[src/hdl/jtd_pkg.sv]
// Shared types and constants for the JTAG TAP debug transport.
// No dependencies; every other file of the block imports this package.
package jtd_pkg;

    localparam int C_ADDR_BITS = 7;
    localparam int C_IR_LEN    = 5;
    localparam logic [31:0] C_ID_RESET = 32'h10e3_1913;

    // Field widths and bit positions of the DTM registers
    localparam int C_WORD_W        = 32;
    localparam int C_STATUS_W      = 2;
    localparam int C_DBUS_LOW_BITS = C_WORD_W + C_STATUS_W;   // op/status + data
    localparam int C_LEN_W         = 7;
    localparam int C_REQ_ADDR_W    = 7;
    localparam int C_ABITS_W       = 6;
    localparam int C_BIT_DMIRESET  = 16;
    localparam int C_BIT_HARDRESET = 17;

    // Instruction codes
    localparam logic [7:0] C_OP_IDCODE = 8'h01;
    localparam logic [7:0] C_OP_DTMCTL = 8'h10;
    localparam logic [7:0] C_OP_DBUS   = 8'h11;
    localparam logic [7:0] C_OP_BYPASS = 8'h1f;

    typedef enum logic [3:0] {
        TAP_RESET      = 4'd0,
        TAP_IDLE       = 4'd1,
        TAP_DR_SELECT  = 4'd2,
        TAP_DR_CAPTURE = 4'd3,
        TAP_DR_SHIFT   = 4'd4,
        TAP_DR_EXIT1   = 4'd5,
        TAP_DR_PAUSE   = 4'd6,
        TAP_DR_EXIT2   = 4'd7,
        TAP_DR_UPDATE  = 4'd8,
        TAP_IR_SELECT  = 4'd9,
        TAP_IR_CAPTURE = 4'd10,
        TAP_IR_SHIFT   = 4'd11,
        TAP_IR_EXIT1   = 4'd12,
        TAP_IR_PAUSE   = 4'd13,
        TAP_IR_EXIT2   = 4'd14,
        TAP_IR_UPDATE  = 4'd15
    } t_tap_state;

    typedef enum logic [1:0] {
        ST_SUCCESS = 2'd0,
        ST_FAILED  = 2'd2,
        ST_BUSY    = 2'd3
    } t_dmi_status;

    // Per-state action flags from the TAP controller to the register file
    typedef struct packed {
        logic test_reset;
        logic dr_capture;
        logic dr_shift;
        logic dr_update;
        logic ir_capture;
        logic ir_shift;
        logic ir_update;
    } t_tap_dec;

    typedef struct packed {
        logic        force_reset;
        logic        mode_select;
        logic        serial_in;
        logic [31:0] response_data;
        logic        module_busy;
        logic        module_error;
    } t_in_word;

    typedef struct packed {
        logic        serial_out;
        logic        request_valid;
        logic        request_write;
        logic [6:0]  request_address;
        logic [31:0] request_data;
        logic        hard_reset;
    } t_out_word;

endpackage

[src/hdl/jtd_in_if.sv]
// Input channel: one TCK tick word with valid/ready handshake.
// Depends on jtd_pkg for the word type.
interface jtd_in_if;
    import jtd_pkg::*;

    logic     valid;
    logic     ready;
    t_in_word word;

    modport source (output valid, output word, input ready);
    modport sink   (input valid, input word, output ready);
endinterface

[src/hdl/jtd_out_if.sv]
// Output channel: one result word per tick with valid/ready handshake.
// Depends on jtd_pkg for the word type.
interface jtd_out_if;
    import jtd_pkg::*;

    logic      valid;
    logic      ready;
    t_out_word word;

    modport source (output valid, output word, input ready);
    modport sink   (input valid, input word, output ready);
endinterface

[src/hdl/jtd_tap_fsm.sv]
// 16-state JTAG TAP controller with per-state action decode.
// Depends on jtd_pkg (t_tap_state, t_tap_dec).
module jtd_tap_fsm (
    input  logic              i_clk,
    input  logic              i_rst_n,
    input  logic              i_step,
    input  logic              i_force,
    input  logic              i_tms,
    output jtd_pkg::t_tap_dec o_dec
);
    import jtd_pkg::*;

    t_tap_state r_state;
    t_tap_state n_state;

    always_ff @(posedge i_clk) begin
        if (!i_rst_n) begin
            r_state <= TAP_RESET;
        end else if (i_step) begin
            r_state <= n_state;
        end
    end

    // Next state
    always_comb begin
        n_state = r_state;
        if (i_force) begin
            n_state = TAP_RESET;
        end else begin
            case (r_state)
                TAP_RESET:      n_state = i_tms ? TAP_RESET     : TAP_IDLE;
                TAP_IDLE:       n_state = i_tms ? TAP_DR_SELECT : TAP_IDLE;
                TAP_DR_SELECT:  n_state = i_tms ? TAP_IR_SELECT : TAP_DR_CAPTURE;
                TAP_DR_CAPTURE: n_state = i_tms ? TAP_DR_EXIT1  : TAP_DR_SHIFT;
                TAP_DR_SHIFT:   n_state = i_tms ? TAP_DR_EXIT1  : TAP_DR_SHIFT;
                TAP_DR_EXIT1:   n_state = i_tms ? TAP_DR_UPDATE : TAP_DR_PAUSE;
                TAP_DR_PAUSE:   n_state = i_tms ? TAP_DR_EXIT2  : TAP_DR_PAUSE;
                TAP_DR_EXIT2:   n_state = i_tms ? TAP_DR_UPDATE : TAP_DR_SHIFT;
                TAP_DR_UPDATE:  n_state = i_tms ? TAP_DR_SELECT : TAP_IDLE;
                TAP_IR_SELECT:  n_state = i_tms ? TAP_RESET     : TAP_IR_CAPTURE;
                TAP_IR_CAPTURE: n_state = i_tms ? TAP_IR_EXIT1  : TAP_IR_SHIFT;
                TAP_IR_SHIFT:   n_state = i_tms ? TAP_IR_EXIT1  : TAP_IR_SHIFT;
                TAP_IR_EXIT1:   n_state = i_tms ? TAP_IR_UPDATE : TAP_IR_PAUSE;
                TAP_IR_PAUSE:   n_state = i_tms ? TAP_IR_EXIT2  : TAP_IR_PAUSE;
                TAP_IR_EXIT2:   n_state = i_tms ? TAP_IR_UPDATE : TAP_IR_SHIFT;
                TAP_IR_UPDATE:  n_state = i_tms ? TAP_DR_SELECT : TAP_IDLE;
                default:        n_state = TAP_RESET;
            endcase
        end
    end

    // Action decode of the current state
    always_comb begin
        o_dec = '0;
        case (r_state)
            TAP_RESET:      o_dec.test_reset = 1'b1;
            TAP_DR_CAPTURE: o_dec.dr_capture = 1'b1;
            TAP_DR_SHIFT:   o_dec.dr_shift   = 1'b1;
            TAP_DR_UPDATE:  o_dec.dr_update  = 1'b1;
            TAP_IR_CAPTURE: o_dec.ir_capture = 1'b1;
            TAP_IR_SHIFT:   o_dec.ir_shift   = 1'b1;
            TAP_IR_UPDATE:  o_dec.ir_update  = 1'b1;
            default:        o_dec = '0;
        endcase
    end

    a_force_to_reset: assert property (@(posedge i_clk) disable iff (!i_rst_n)
        i_step && i_force |=> r_state == TAP_RESET)
        else $error("TAP did not return to test-logic-reset on forced reset");

    a_hold_without_tick: assert property (@(posedge i_clk) disable iff (!i_rst_n)
        !i_step |=> $stable(r_state))
        else $error("TAP state moved without a tick");

    a_one_action: assert property (@(posedge i_clk) disable iff (!i_rst_n)
        $onehot0(o_dec))
        else $error("more than one TAP action decoded");

endmodule

[src/hdl/jtd_dtm_regs.sv]
// DTM register file: instruction, DR shift register, bypass, DMI status,
// and the per-tick result word. Depends on jtd_pkg.
module jtd_dtm_regs #(
    parameter int ADDR_BITS = jtd_pkg::C_ADDR_BITS,
    parameter int IR_LEN    = jtd_pkg::C_IR_LEN
) (
    input  logic               i_clk,
    input  logic               i_rst_n,
    input  logic               i_step,
    input  jtd_pkg::t_in_word  i_word,
    input  jtd_pkg::t_tap_dec  i_dec,
    input  logic [31:0]        i_id_code,
    output jtd_pkg::t_out_word o_result
);
    import jtd_pkg::*;

    localparam int DR_LEN = ADDR_BITS + C_DBUS_LOW_BITS;

    localparam logic [IR_LEN-1:0]  OP_IDCODE = IR_LEN'(C_OP_IDCODE);
    localparam logic [IR_LEN-1:0]  OP_DTMCTL = IR_LEN'(C_OP_DTMCTL);
    localparam logic [IR_LEN-1:0]  OP_DBUS   = IR_LEN'(C_OP_DBUS);
    localparam logic [IR_LEN-1:0]  OP_BYPASS = IR_LEN'(C_OP_BYPASS);

    localparam logic [C_LEN_W-1:0] LEN_ONE  = C_LEN_W'(1);
    localparam logic [C_LEN_W-1:0] LEN_WORD = C_LEN_W'(C_WORD_W);
    localparam logic [C_LEN_W-1:0] LEN_DBUS = C_LEN_W'(DR_LEN);

    logic [DR_LEN-1:0]    r_dr,        n_dr;
    logic [C_LEN_W-1:0]   r_len,       n_len;
    logic [IR_LEN-1:0]    r_ir,        n_ir;
    logic                 r_bypass,    n_bypass;
    logic                 r_busy_d,    n_busy_d;
    t_dmi_status          r_status,    n_status;
    logic [ADDR_BITS-1:0] r_last_addr, n_last_addr;

    logic [DR_LEN-1:0]    dr_shr;
    logic [C_LEN_W-1:0]   shift_pos;
    logic [C_WORD_W-1:0]  dtm_word;
    t_dmi_status          dbus_status;
    t_out_word            res;

    always_ff @(posedge i_clk) begin
        if (!i_rst_n) begin
            r_dr        <= DR_LEN'(C_ID_RESET);
            r_len       <= '0;
            r_ir        <= OP_IDCODE;
            r_bypass    <= 1'b0;
            r_busy_d    <= 1'b0;
            r_status    <= ST_SUCCESS;
            r_last_addr <= '0;
        end else if (i_step) begin
            r_dr        <= n_dr;
            r_len       <= n_len;
            r_ir        <= n_ir;
            r_bypass    <= n_bypass;
            r_busy_d    <= n_busy_d;
            r_status    <= n_status;
            r_last_addr <= n_last_addr;
        end
    end

    assign dr_shr    = r_dr >> 1;
    assign shift_pos = r_len - LEN_ONE;
    // dtmcontrol: status, abits, version 1
    assign dtm_word  = {20'b0, r_status, C_ABITS_W'(ADDR_BITS), 4'b0001};
    assign dbus_status = i_word.module_error ? ST_FAILED : r_status;

    always_comb begin
        n_dr        = r_dr;
        n_len       = r_len;
        n_ir        = r_ir;
        n_bypass    = r_bypass;
        n_busy_d    = i_word.module_busy;
        n_status    = r_status;
        n_last_addr = r_last_addr;
        res         = '0;
        res.serial_out = r_dr[0];

        if (i_word.force_reset) begin
            n_dr        = DR_LEN'(i_id_code);
            n_len       = '0;
            n_ir        = OP_IDCODE;
            n_bypass    = 1'b0;
            n_busy_d    = 1'b0;
            n_status    = ST_SUCCESS;
            n_last_addr = '0;
            res.serial_out = i_id_code[0];
        end else if (i_dec.test_reset) begin
            n_ir = OP_IDCODE;
        end else if (i_dec.dr_capture) begin
            case (r_ir)
                OP_IDCODE: begin
                    n_dr  = DR_LEN'(i_id_code);
                    n_len = LEN_WORD;
                end
                OP_DTMCTL: begin
                    n_dr  = {r_dr[DR_LEN-1:C_WORD_W], dtm_word};
                    n_len = LEN_WORD;
                end
                OP_DBUS: begin
                    if (i_word.module_error) begin
                        n_status = ST_FAILED;
                    end
                    n_dr  = {r_last_addr, i_word.response_data, dbus_status};
                    n_len = LEN_DBUS;
                end
                OP_BYPASS: begin
                    n_dr[0] = r_bypass;
                    n_len   = LEN_ONE;
                end
                default: ;
            endcase
        end else if (i_dec.dr_shift) begin
            if (r_len > LEN_ONE) begin
                // shift right, TDI enters at the top of the active length
                for (int i = 0; i < DR_LEN; i++) begin
                    n_dr[i] = (i == int'(shift_pos)) ? i_word.serial_in : dr_shr[i];
                end
            end else begin
                n_dr[0] = i_word.serial_in;
            end
        end else if (i_dec.dr_update) begin
            case (r_ir)
                OP_DTMCTL: begin
                    res.hard_reset = r_dr[C_BIT_HARDRESET];
                    if (r_dr[C_BIT_DMIRESET]) begin
                        n_status = ST_SUCCESS;
                    end
                end
                OP_BYPASS: begin
                    n_bypass = r_dr[0];
                end
                OP_DBUS: begin
                    // sticky error blocks requests until cleared via dmireset
                    if (r_status == ST_SUCCESS) begin
                        if (r_busy_d) begin
                            n_status = ST_BUSY;
                        end else begin
                            res.request_valid = |r_dr[C_STATUS_W-1:0];
                        end
                    end
                    res.request_write   = r_dr[1];
                    res.request_data    = r_dr[C_DBUS_LOW_BITS-1:C_STATUS_W];
                    n_last_addr         = r_dr[C_DBUS_LOW_BITS +: ADDR_BITS];
                    res.request_address = C_REQ_ADDR_W'(r_dr[C_DBUS_LOW_BITS +: ADDR_BITS]);
                end
                default: ;
            endcase
        end else if (i_dec.ir_capture) begin
            n_dr[IR_LEN-1:0] = {r_ir[IR_LEN-1:2], 2'b01};
        end else if (i_dec.ir_shift) begin
            n_dr[IR_LEN-1:0] = {i_word.serial_in, r_dr[IR_LEN-1:1]};
        end else if (i_dec.ir_update) begin
            n_ir = r_dr[IR_LEN-1:0];
        end
    end

    assign o_result = res;

    a_req_only_on_dbus_update: assert property (@(posedge i_clk) disable iff (!i_rst_n)
        o_result.request_valid |->
            i_dec.dr_update && r_ir == OP_DBUS && r_status == ST_SUCCESS && !r_busy_d)
        else $error("DMI request outside a clean DBUS update");

    a_hard_only_on_dtm_update: assert property (@(posedge i_clk) disable iff (!i_rst_n)
        o_result.hard_reset |-> i_dec.dr_update && r_ir == OP_DTMCTL)
        else $error("hard reset outside a DTMCONTROL update");

    a_busy_goes_sticky: assert property (@(posedge i_clk) disable iff (!i_rst_n)
        i_step && !i_word.force_reset && i_dec.dr_update && r_ir == OP_DBUS &&
        r_status == ST_SUCCESS && r_busy_d |=> r_status == ST_BUSY)
        else $error("busy DBUS update did not set the sticky busy status");

    a_force_clears: assert property (@(posedge i_clk) disable iff (!i_rst_n)
        i_step && i_word.force_reset |=>
            r_len == '0 && r_ir == OP_IDCODE && r_status == ST_SUCCESS)
        else $error("forced reset left DTM state behind");

endmodule

[src/hdl/jtag_tap_debug_transport_core.sv]
// JTAG TAP with RISC-V style debug transport: one input word is one TCK tick
// (TMS, TDI, forced reset and the debug-module response) and yields exactly one
// result word (TDO and the DMI request / hard reset fields). Throughput is one
// word per clock while the output is not stalled: a word is captured in the
// input register at its accept edge, passes the TAP and DTM logic and is
// loaded into the result register, where it is valid, as soon as that register
// is empty or being taken. A stalled output holds the result register while
// one more word waits in the input register; input ready then follows output
// ready in the same cycle. The IDCODE value is to be written over i_cfg_we /
// i_cfg_wdata only while the block is idle; the block itself does not enforce
// this. Depends on jtd_pkg, jtd_in_if, jtd_out_if, jtd_tap_fsm and jtd_dtm_regs.
module jtag_tap_debug_transport_core #(
    parameter int ADDR_BITS = jtd_pkg::C_ADDR_BITS,
    parameter int IR_LEN    = jtd_pkg::C_IR_LEN
) (
    input  logic        i_clk,
    input  logic        i_rst_n,
    input  logic        i_cfg_we,
    input  logic [31:0] i_cfg_wdata,
    jtd_in_if.sink      i_in,
    jtd_out_if.source   o_out
);
    import jtd_pkg::*;

    // Input register stage
    logic      r_in_valid;
    t_in_word  r_in_word;

    // Result register stage
    logic      r_out_valid;
    t_out_word r_out_word;

    // IDCODE configuration register
    logic [31:0] r_id_code;

    logic      advance;   // input-stage word moves into the result register
    t_tap_dec  tap_dec;
    t_out_word result;

    assign advance    = r_in_valid && (!r_out_valid || o_out.ready);
    assign i_in.ready = !r_in_valid || advance;

    always_ff @(posedge i_clk) begin
        if (!i_rst_n) begin
            r_id_code <= C_ID_RESET;
        end else if (i_cfg_we) begin
            r_id_code <= i_cfg_wdata;
        end
    end

    always_ff @(posedge i_clk) begin
        if (!i_rst_n) begin
            r_in_valid <= 1'b0;
        end else if (i_in.valid && i_in.ready) begin
            r_in_valid <= 1'b1;
        end else if (advance) begin
            r_in_valid <= 1'b0;
        end
    end

    // payload only, no reset
    always_ff @(posedge i_clk) begin
        if (i_in.valid && i_in.ready) begin
            r_in_word <= i_in.word;
        end
    end

    always_ff @(posedge i_clk) begin
        if (!i_rst_n) begin
            r_out_valid <= 1'b0;
        end else if (advance) begin
            r_out_valid <= 1'b1;
        end else if (o_out.ready) begin
            r_out_valid <= 1'b0;
        end
    end

    always_ff @(posedge i_clk) begin
        if (advance) begin
            r_out_word <= result;
        end
    end

    // TAP controller: state advances once per word
    jtd_tap_fsm u_tap_fsm (
        .i_clk   (i_clk),
        .i_rst_n (i_rst_n),
        .i_step  (advance),
        .i_force (r_in_word.force_reset),
        .i_tms   (r_in_word.mode_select),
        .o_dec   (tap_dec)
    );

    // IR, DR and DMI status; result word computed from the pre-tick state
    jtd_dtm_regs #(
        .ADDR_BITS (ADDR_BITS),
        .IR_LEN    (IR_LEN)
    ) u_dtm_regs (
        .i_clk     (i_clk),
        .i_rst_n   (i_rst_n),
        .i_step    (advance),
        .i_word    (r_in_word),
        .i_dec     (tap_dec),
        .i_id_code (r_id_code),
        .o_result  (result)
    );

    assign o_out.valid = r_out_valid;
    assign o_out.word  = r_out_word;

endmodule

[src/flat_wrapper.sv]
// flat-port wrapper written by rule: the top's interface ports become plain ports
module jtag_tap_debug_transport_core_flat import jtd_pkg::*;
#(
    parameter int ADDR_BITS = jtd_pkg::C_ADDR_BITS,
    parameter int IR_LEN    = jtd_pkg::C_IR_LEN
)
  (i_clk, i_rst_n, i_cfg_we, i_cfg_wdata, i_in_valid, i_in_word, i_in_ready, o_out_valid, o_out_word, o_out_ready);
  jtd_in_if i_in_i ();
  jtd_out_if o_out_i ();
  input  logic i_clk;
  input  logic i_rst_n;
  input  logic i_cfg_we;
  input  logic [31:0] i_cfg_wdata;
  input wire logic [$bits(i_in_i.valid)-1:0] i_in_valid;
  input wire logic [$bits(i_in_i.word)-1:0] i_in_word;
  output wire logic [$bits(i_in_i.ready)-1:0] i_in_ready;
  output wire logic [$bits(o_out_i.valid)-1:0] o_out_valid;
  output wire logic [$bits(o_out_i.word)-1:0] o_out_word;
  input wire logic [$bits(o_out_i.ready)-1:0] o_out_ready;
  assign i_in_i.valid = i_in_valid;
  assign i_in_i.word = i_in_word;
  assign i_in_ready = i_in_i.ready;
  assign o_out_valid = o_out_i.valid;
  assign o_out_word = o_out_i.word;
  assign o_out_i.ready = o_out_ready;
  jtag_tap_debug_transport_core #(.ADDR_BITS(ADDR_BITS), .IR_LEN(IR_LEN)) u_core (.i_clk(i_clk), .i_rst_n(i_rst_n), .i_cfg_we(i_cfg_we), .i_cfg_wdata(i_cfg_wdata), .i_in(i_in_i), .o_out(o_out_i));
endmodule
[config.mk]
export PLATFORM = sky130hd
export DESIGN_NAME = jtag_tap_debug_transport_core_flat
export DESIGN_NICKNAME = d
export VERILOG_FILES = /design/src/hdl/jtd_pkg.sv /design/src/hdl/jtd_in_if.sv /design/src/hdl/jtd_out_if.sv /design/src/hdl/jtd_tap_fsm.sv /design/src/hdl/jtd_dtm_regs.sv /design/src/hdl/jtag_tap_debug_transport_core.sv /design/src/flat_wrapper.sv
export SDC_FILE = /design/constraint.sdc
export NUM_CORES = 1
export LEC_CHECK = 0
export BUFFER_PORTS_ARGS = -buffer_cell sky130_fd_sc_hd__buf_4
export CORE_MARGIN = 1
export CORE_UTILIZATION = 50
export DETAILED_ROUTE_END_ITERATION = 10
export GPL_TIMING_DRIVEN = 0
export PLACE_DENSITY = 0.68
export SLEW_MARGIN = 20
export SYNTH_ARGS = -nofsm -noshare
export SYNTH_HDL_FRONTEND = slang
export SYNTH_SLANG_ARGS = --single-unit
[constraint.sdc]
create_clock -name i_clk -period 3.32 [get_ports i_clk]
set_input_delay 0.332 -clock i_clk [delete_from_list [all_inputs] [get_ports i_clk]]
set_output_delay 0.332 -clock i_clk [all_outputs]
set_load 0.01 [all_outputs]
---- After elaboration in Yosys (flattened, before gate mapping) ----
Cells that the tools add are included.
word-level totals
  register bits ........................... 182
  output and inout bits ................... 45
  logic and storage cells ................. 264
operators by class
  add/subtract/negate cells ............... 1
  order comparisons ....................... 1
  eq/ne operators ......................... 79
  multiplexer cells ....................... 115
  bitwise operators ....................... 4
  reductions and logical operators ........ 38
operators with widths
  kind                                                                      number
  41-bit 2-to-1 mux                                                         3
  40-bit one-hot mux with 3 select lines                                    1
  6-bit by 7-bit == test with 1-bit output (first input constant)           16
  1-bit 2-to-1 mux                                                          64
  7-bit == test (first input constant)                                      9
  7-bit 2-to-1 mux                                                          9
  5-bit 2-to-1 mux                                                          12
  5-bit by 7-bit == test with 1-bit output (first input constant)           8
  4-bit one-hot mux with 12 select lines                                    1
  40-bit 2-to-1 mux                                                         1
  36-bit 2-to-1 mux                                                         1
  4-bit == test (second input constant)                                     8
  4-bit by 7-bit == test with 1-bit output (first input constant)           4
  2-bit 2-to-1 mux                                                          13
  6-bit AND reduction                                                       4
  7-bit one-hot mux with 3 select lines                                     1
  4-bit 2-to-1 mux                                                          5
  3-bit by 1-bit inequality test with 1-bit output (second input constant)  6
  4-bit by 3-bit == test with 1-bit output (second input constant)          4
  4-bit by 2-bit inequality test with 1-bit output (second input constant)  4
  5-bit == test (second input constant)                                     3
  3-bit by 7-bit == test with 1-bit output (first input constant)           2
  2-bit nonzero test                                                        6
  3-bit nonzero test                                                        4
  other kinds (33)                                                          49

---- Longest topological paths before layout ----
  depth in word-level cells ............... 10
  gate-level depth with buffers ........... 8
  gate-level depth less buffers ........... 6

---- By module ----
Synthesis repeated with hierarchy kept, for this count alone.
second synthesis, totals
  cells, all modules ...................... 744
  area total of the unflattened synthesis .. 7845.0 um^2
modules (own cells, without submodules)
  module                         instances  cells an instance  area an instance (um^2)
  jtd_dtm_regs                   1          490                3704.8
  jtag_tap_debug_transport_core  1          192                3692.3
  jtd_tap_fsm                    1          62                 447.9

---- Worst setup path before layout ----
No wires, ideal clock.
  path type ............................... reg-to-reg
  from .................................... register u_core.r_out_valid, in the netlist u_core.o_out.valid
  to ...................................... register u_core.u_dtm_regs.r_last_addr[0]
  data arrival time ....................... 2.422 ns
  path slack .............................. 0.779 ns
  cell stages (with the launch flop) ...... 8
  cells stage by stage .................... dfxtp_1 -> nor2b_1 -> nand2b_1 -> clkbuf_2 -> inv_1 -> o21ai_1 -> a22oi_1 -> nor2b_1
on the way
  longest elaborated chain between the ends .. 4
RTL lines
  element                        RTL line                             text
  from (decl)                    jtag_tap_debug_transport_core.sv:30  logic r_out_valid;
  from (signal assigned)         jtag_tap_debug_transport_core.sv:70  r_out_valid <= 1'b0;
  from (signal assigned)         jtag_tap_debug_transport_core.sv:72  r_out_valid <= 1'b1;
  from (signal assigned)         jtag_tap_debug_transport_core.sv:74  r_out_valid <= 1'b0;
  1-bit logical NOT              jtag_tap_debug_transport_core.sv:40  assign advance = r_in_valid && (!r_out_valid || o_out.ready);
  1-bit logical OR               jtag_tap_debug_transport_core.sv:40
  1-bit logical AND              jtag_tap_debug_transport_core.sv:40
  via u_core.advance             jtag_tap_debug_transport_core.sv:36  logic advance;
  6-bit AND reduction (no line)  -
  to (signal assigned)           jtd_dtm_regs.sv:58                   r_last_addr <= n_last_addr;
  to (decl)                      jtd_dtm_regs.sv:34                   logic [ADDR_BITS-1:0] r_last_addr, n_last_addr;
The timed path passes the listed nets, and every way through them passes these cells.
A chain may end at the register's enable or synchronous reset.

---- Final worst setup path ----
  from .................................... register u_core.r_in_word[36] (netlist bit)
  to ...................................... register u_core.u_dtm_regs.r_dr[29]
on the way
  longest elaborated chain between the ends .. 2
RTL lines
  element                                                                             RTL line                             text
  from (decl)                                                                         jtag_tap_debug_transport_core.sv:27  t_in_word r_in_word;
  from (signal assigned)                                                              jtag_tap_debug_transport_core.sv:64  r_in_word <= i_in.word;
  5-bit by 4-bit inequality test with 1-bit output (no line) (tied with other cells)  -
  5-bit AND reduction (no line)                                                       -
  to (signal assigned)                                                                jtd_dtm_regs.sv:44                   r_dr <= DR_LEN'(C_ID_RESET);
  to (signal assigned)                                                                jtd_dtm_regs.sv:52                   r_dr <= n_dr;
  to (decl)                                                                           jtd_dtm_regs.sv:28                   logic [DR_LEN-1:0] r_dr, n_dr;
Several ways; a longest one is shown, not always the timed one.

==> results.md <==
* Status: complete, no violations
* Area delta synth->final at 22.8%
* Vias per std cell at 5.95
* Layout Cells excl Fill at 1,127
* Syn Inst Count at about 770
* RD Place Congestion at roughly 0.96
* CTS Buf Count at 17
* Area share of the largest cell type after synthesis at a little under a third
* Hold bufs inserted after CTS at 0
* Synth async-reset ratio at 0%
* Largest family of logic cells by synthesized area: simple AND/OR/NAND/NOR gates
* ANT cells at 0
* Critical path capture point type: flop
* Final slew viol count at 0
* Crit Path Class: reg -> reg
* Post-synth top cells: 98 x dfxtp_1, 86 x a21oi_1, 80 x edfxtp_1
* Total die area at approximately 16,000 µm²
* Synth Area in Compound Gates at between 10 and 15%
* HP Class: in -> reg
* Clock transition at path regs at about 0.070 ns
* Setup ws final at ~0.75 ns
* Post-DRT Antenna Nets at 0
* Area of the multi-input gates at 3230 µm²
* IO buf count at ~120
* Drt first pass iters at 5
* Adder-cell share of the synthesized area at 0%
* Xor/xnor share of the synthesized area at less than 1%
* DP Cell Count at about 1.1k
* Maximum clock rate at about 0.39 GHz
* Post-route clock skew at 0.0128 ns
* CTS Sinks at roughly 180
* Data required, critical path at about 3.6 ns
* Overall Global Routing Usage at between 30% and 40%
* Post-synthesis sequential area ratio at a little over half
* Starting density of the core at 51.7%
* Critical path fanouts, max at 10
* Peak VDD IR at 0.365 mV
* Synth warn at 0
* CTS tree: yes
* Congestion Overflow GR at 0
* CTS H-Tree Depth at 4
* CTS Root Cell: clkbuf_16
* CP arrival at 2.87 ns
* First-pass GRT wire length at between 30,000 and 40,000 µm
* Core footprint at 15,400 µm²
* WL final at ~24,000 µm
* Multiplexer area fraction after synthesis at ~6.2%
* Post-synth EDFFs at 80
* Post-Syn Nets at about 840
* Rel. slew slack at between 30% and 40%
* # DRC at 0
* Endpoints failing setup at 0
* NumNets Final at ~980
* Max clock buf depth at 2
* Die Width at 128 µm
* R2r setup slk at between 0.7 and 0.8 ns
* Worst setup SP type: flop
* Period utilisation layout at between 70 and 80%
* Row Count at between 40 and 50
* Routed via count at approximately 6.7k
* # fillers at ~1.3k
* Hpwl dp at around 17,000 µm
* Top cells by area, synth: edfxtp_1 30%, dfxtp_1 25%, mux2i_1 5.9%, a21oi_1 5.4%, and3_1 3.5%
* Post-CTS Setup Repair Bufs at 0
* Final Hold Viols at 0
* Reg area at approximately 4400 µm²
* Worst skew pair latency at about 0.43 ns
* Initial antenna violation count at 0
* Num ports at around 120
* FF+latch count, synth at roughly 180
* Layout cells sized above 1 at 20.6%
* Largest net degree at the start of global routing at 38
* Leak at approximately 0.0038 µW
* Avg WL per Cell at approximately 21 µm
* Post-synth top area cell: edfxtp_1
* Max-cap check violation count at 0
* Synth Flop Type: dfxtp_1
* Count of cell types in the netlist at 73
* Starting DRT DRC Count at 782
* Cell Pwr Density at between 500 and 600 nW/µm²
* Post_cts resized at 0
* Die height at 128 µm
* Final TNS setup at 0 ns
* RSZ-0062 raised after global routing: false
* Tightest Pin Transition at 0.994 ns
* Post-place setup slack at around 0.85 ns
* Syn_area_per_cell at between 10 and 15 µm²
* Minimum clock period at approximately 2.6 ns
* Most frequent cell after synthesis: dfxtp_1
* Vias in the first global route at around 6.2k
* Simple-gate share of the synthesized area at approximately a fifth
* Cell area after synthesis at 7940 µm²
## worst paths after layout
| kind | start | to | cells after the start |
|---|---|---|---|
| setup reg to reg | u_core.r_in_word[36] | u_core.u_dtm_regs.r_dr[29] | 6 |
| hold reg to reg | u_core.u_dtm_regs.r_dr[32] | u_core.u_dtm_regs.r_dr[32] | 2 |
| setup / recovery | u_core.r_in_word[36] | u_core.u_dtm_regs.r_dr[29] | 6 |
| hold / removal | i_in_word[30] | u_core.r_in_word[30] | 1 |
## layout by cell type (no fill, tap or decap), types with 4 or more instances in the layout
cell,n
inv_1,6
nor2b_1,43
o211ai_1,5
nand2_1,73
buf_4,121
dfxtp_1,98
nand3b_1,4
nor3b_1,14
o22ai_1,11
a22oi_1,11
nor3_1,4
clkbuf_1,44
clkbuf_16,18
nand4_1,29
mux2i_1,47
buf_2,14
edfxtp_1,80
clkinv_2,4
and3_1,45
a21oi_1,86
buf_1,6
nor4_1,4
nand3_1,11
a31oi_1,6
nor2_1,15
o21ai_0,31
## kinds of logic (layout without fill, tap and decap cells)
| kind of cell | count (synthesis) | in the layout |
|---|---|---|
| buffers and inverters | 78 | 229 |
| and+or+nand+nor | 269 | 269 |
| AOI/OAI and AO/OA | 189 | 189 |
| muxes | 49 | 49 |
| xor gates and xnor gates | 2 | 2 |
| DFF | 178 | 178 |
## critical path, cell delays in order, from the launching register on
cell and delay (ns):
edfxtp_1 0.46, clkbuf_1 0.47, clkbuf_1 0.62, clkbuf_1 0.53, a21oi_1 0.10, a21oi_1 0.16
a21oi_1 0.09
## layout make-up
| class | count | share of cell area (%) |
|---|---|---|
| inverter | 7 | 0.269 |
| clock inverter | 11 | 1.50 |
| tap | 211 | 2.71 |
| clock buffer | 21 | 4.94 |
| timing repair buffer | 119 | 9.42 |
| buffer | 71 | 3.31 |
| sequential | 178 | 44.7 |
| multi-input combinational | 509 | 33.1 |
## layer usage
layer / GRT usage (%) / share of wire (%)
met5: 0 / 0
met4: 8.37 / 1.5
met3: 6.68 / 9.9
met2: 43.0 / 43
met1: 46.0 / 45
## report_power, final
part / switching [µW] / total (µW) / leakage (µW) / internal, µW
Clock: 869 / 2140 / 0.000311 / 1270
Combinational: 219 / 392 / 0.00192 / 173
Sequential: 60.6 / 2440 / 0.00157 / 2380
## sequential cells by signal, indices dropped and copies added, names as in the netlist, 2 cells and up
register,flops
u_core.o_out.word,43
u_core.r_id_code,32
u_core.r_in_word,37
u_core.u_dtm_regs.r_dr,41
u_core.u_dtm_regs.r_ir,5
u_core.u_dtm_regs.r_last_addr,7
u_core.u_dtm_regs.r_len,3
u_core.u_dtm_regs.r_status,2
u_core.u_tap_fsm.r_state,4
## metrics by stage
step | utilization, % | cell area, µm² | hold slack (ns) | power, µW
2_1_floorplan | - | 7940 | 0.431 | 2660
3_3_place_gp | 59.1 | 9080 | 0.461 | 2860
3_5_place_dp | 59.4 | 9130 | 0.479 | 2870
4_1_cts | 63.5 | 9750 | 0.0647 | 4980
5_1_grt | 63.5 | 9750 | 0.0578 | 5110
6_report | 63.5 | 9750 | 0.0686 | 4980
Note: power is estimated with default switching activity, not from simulation.
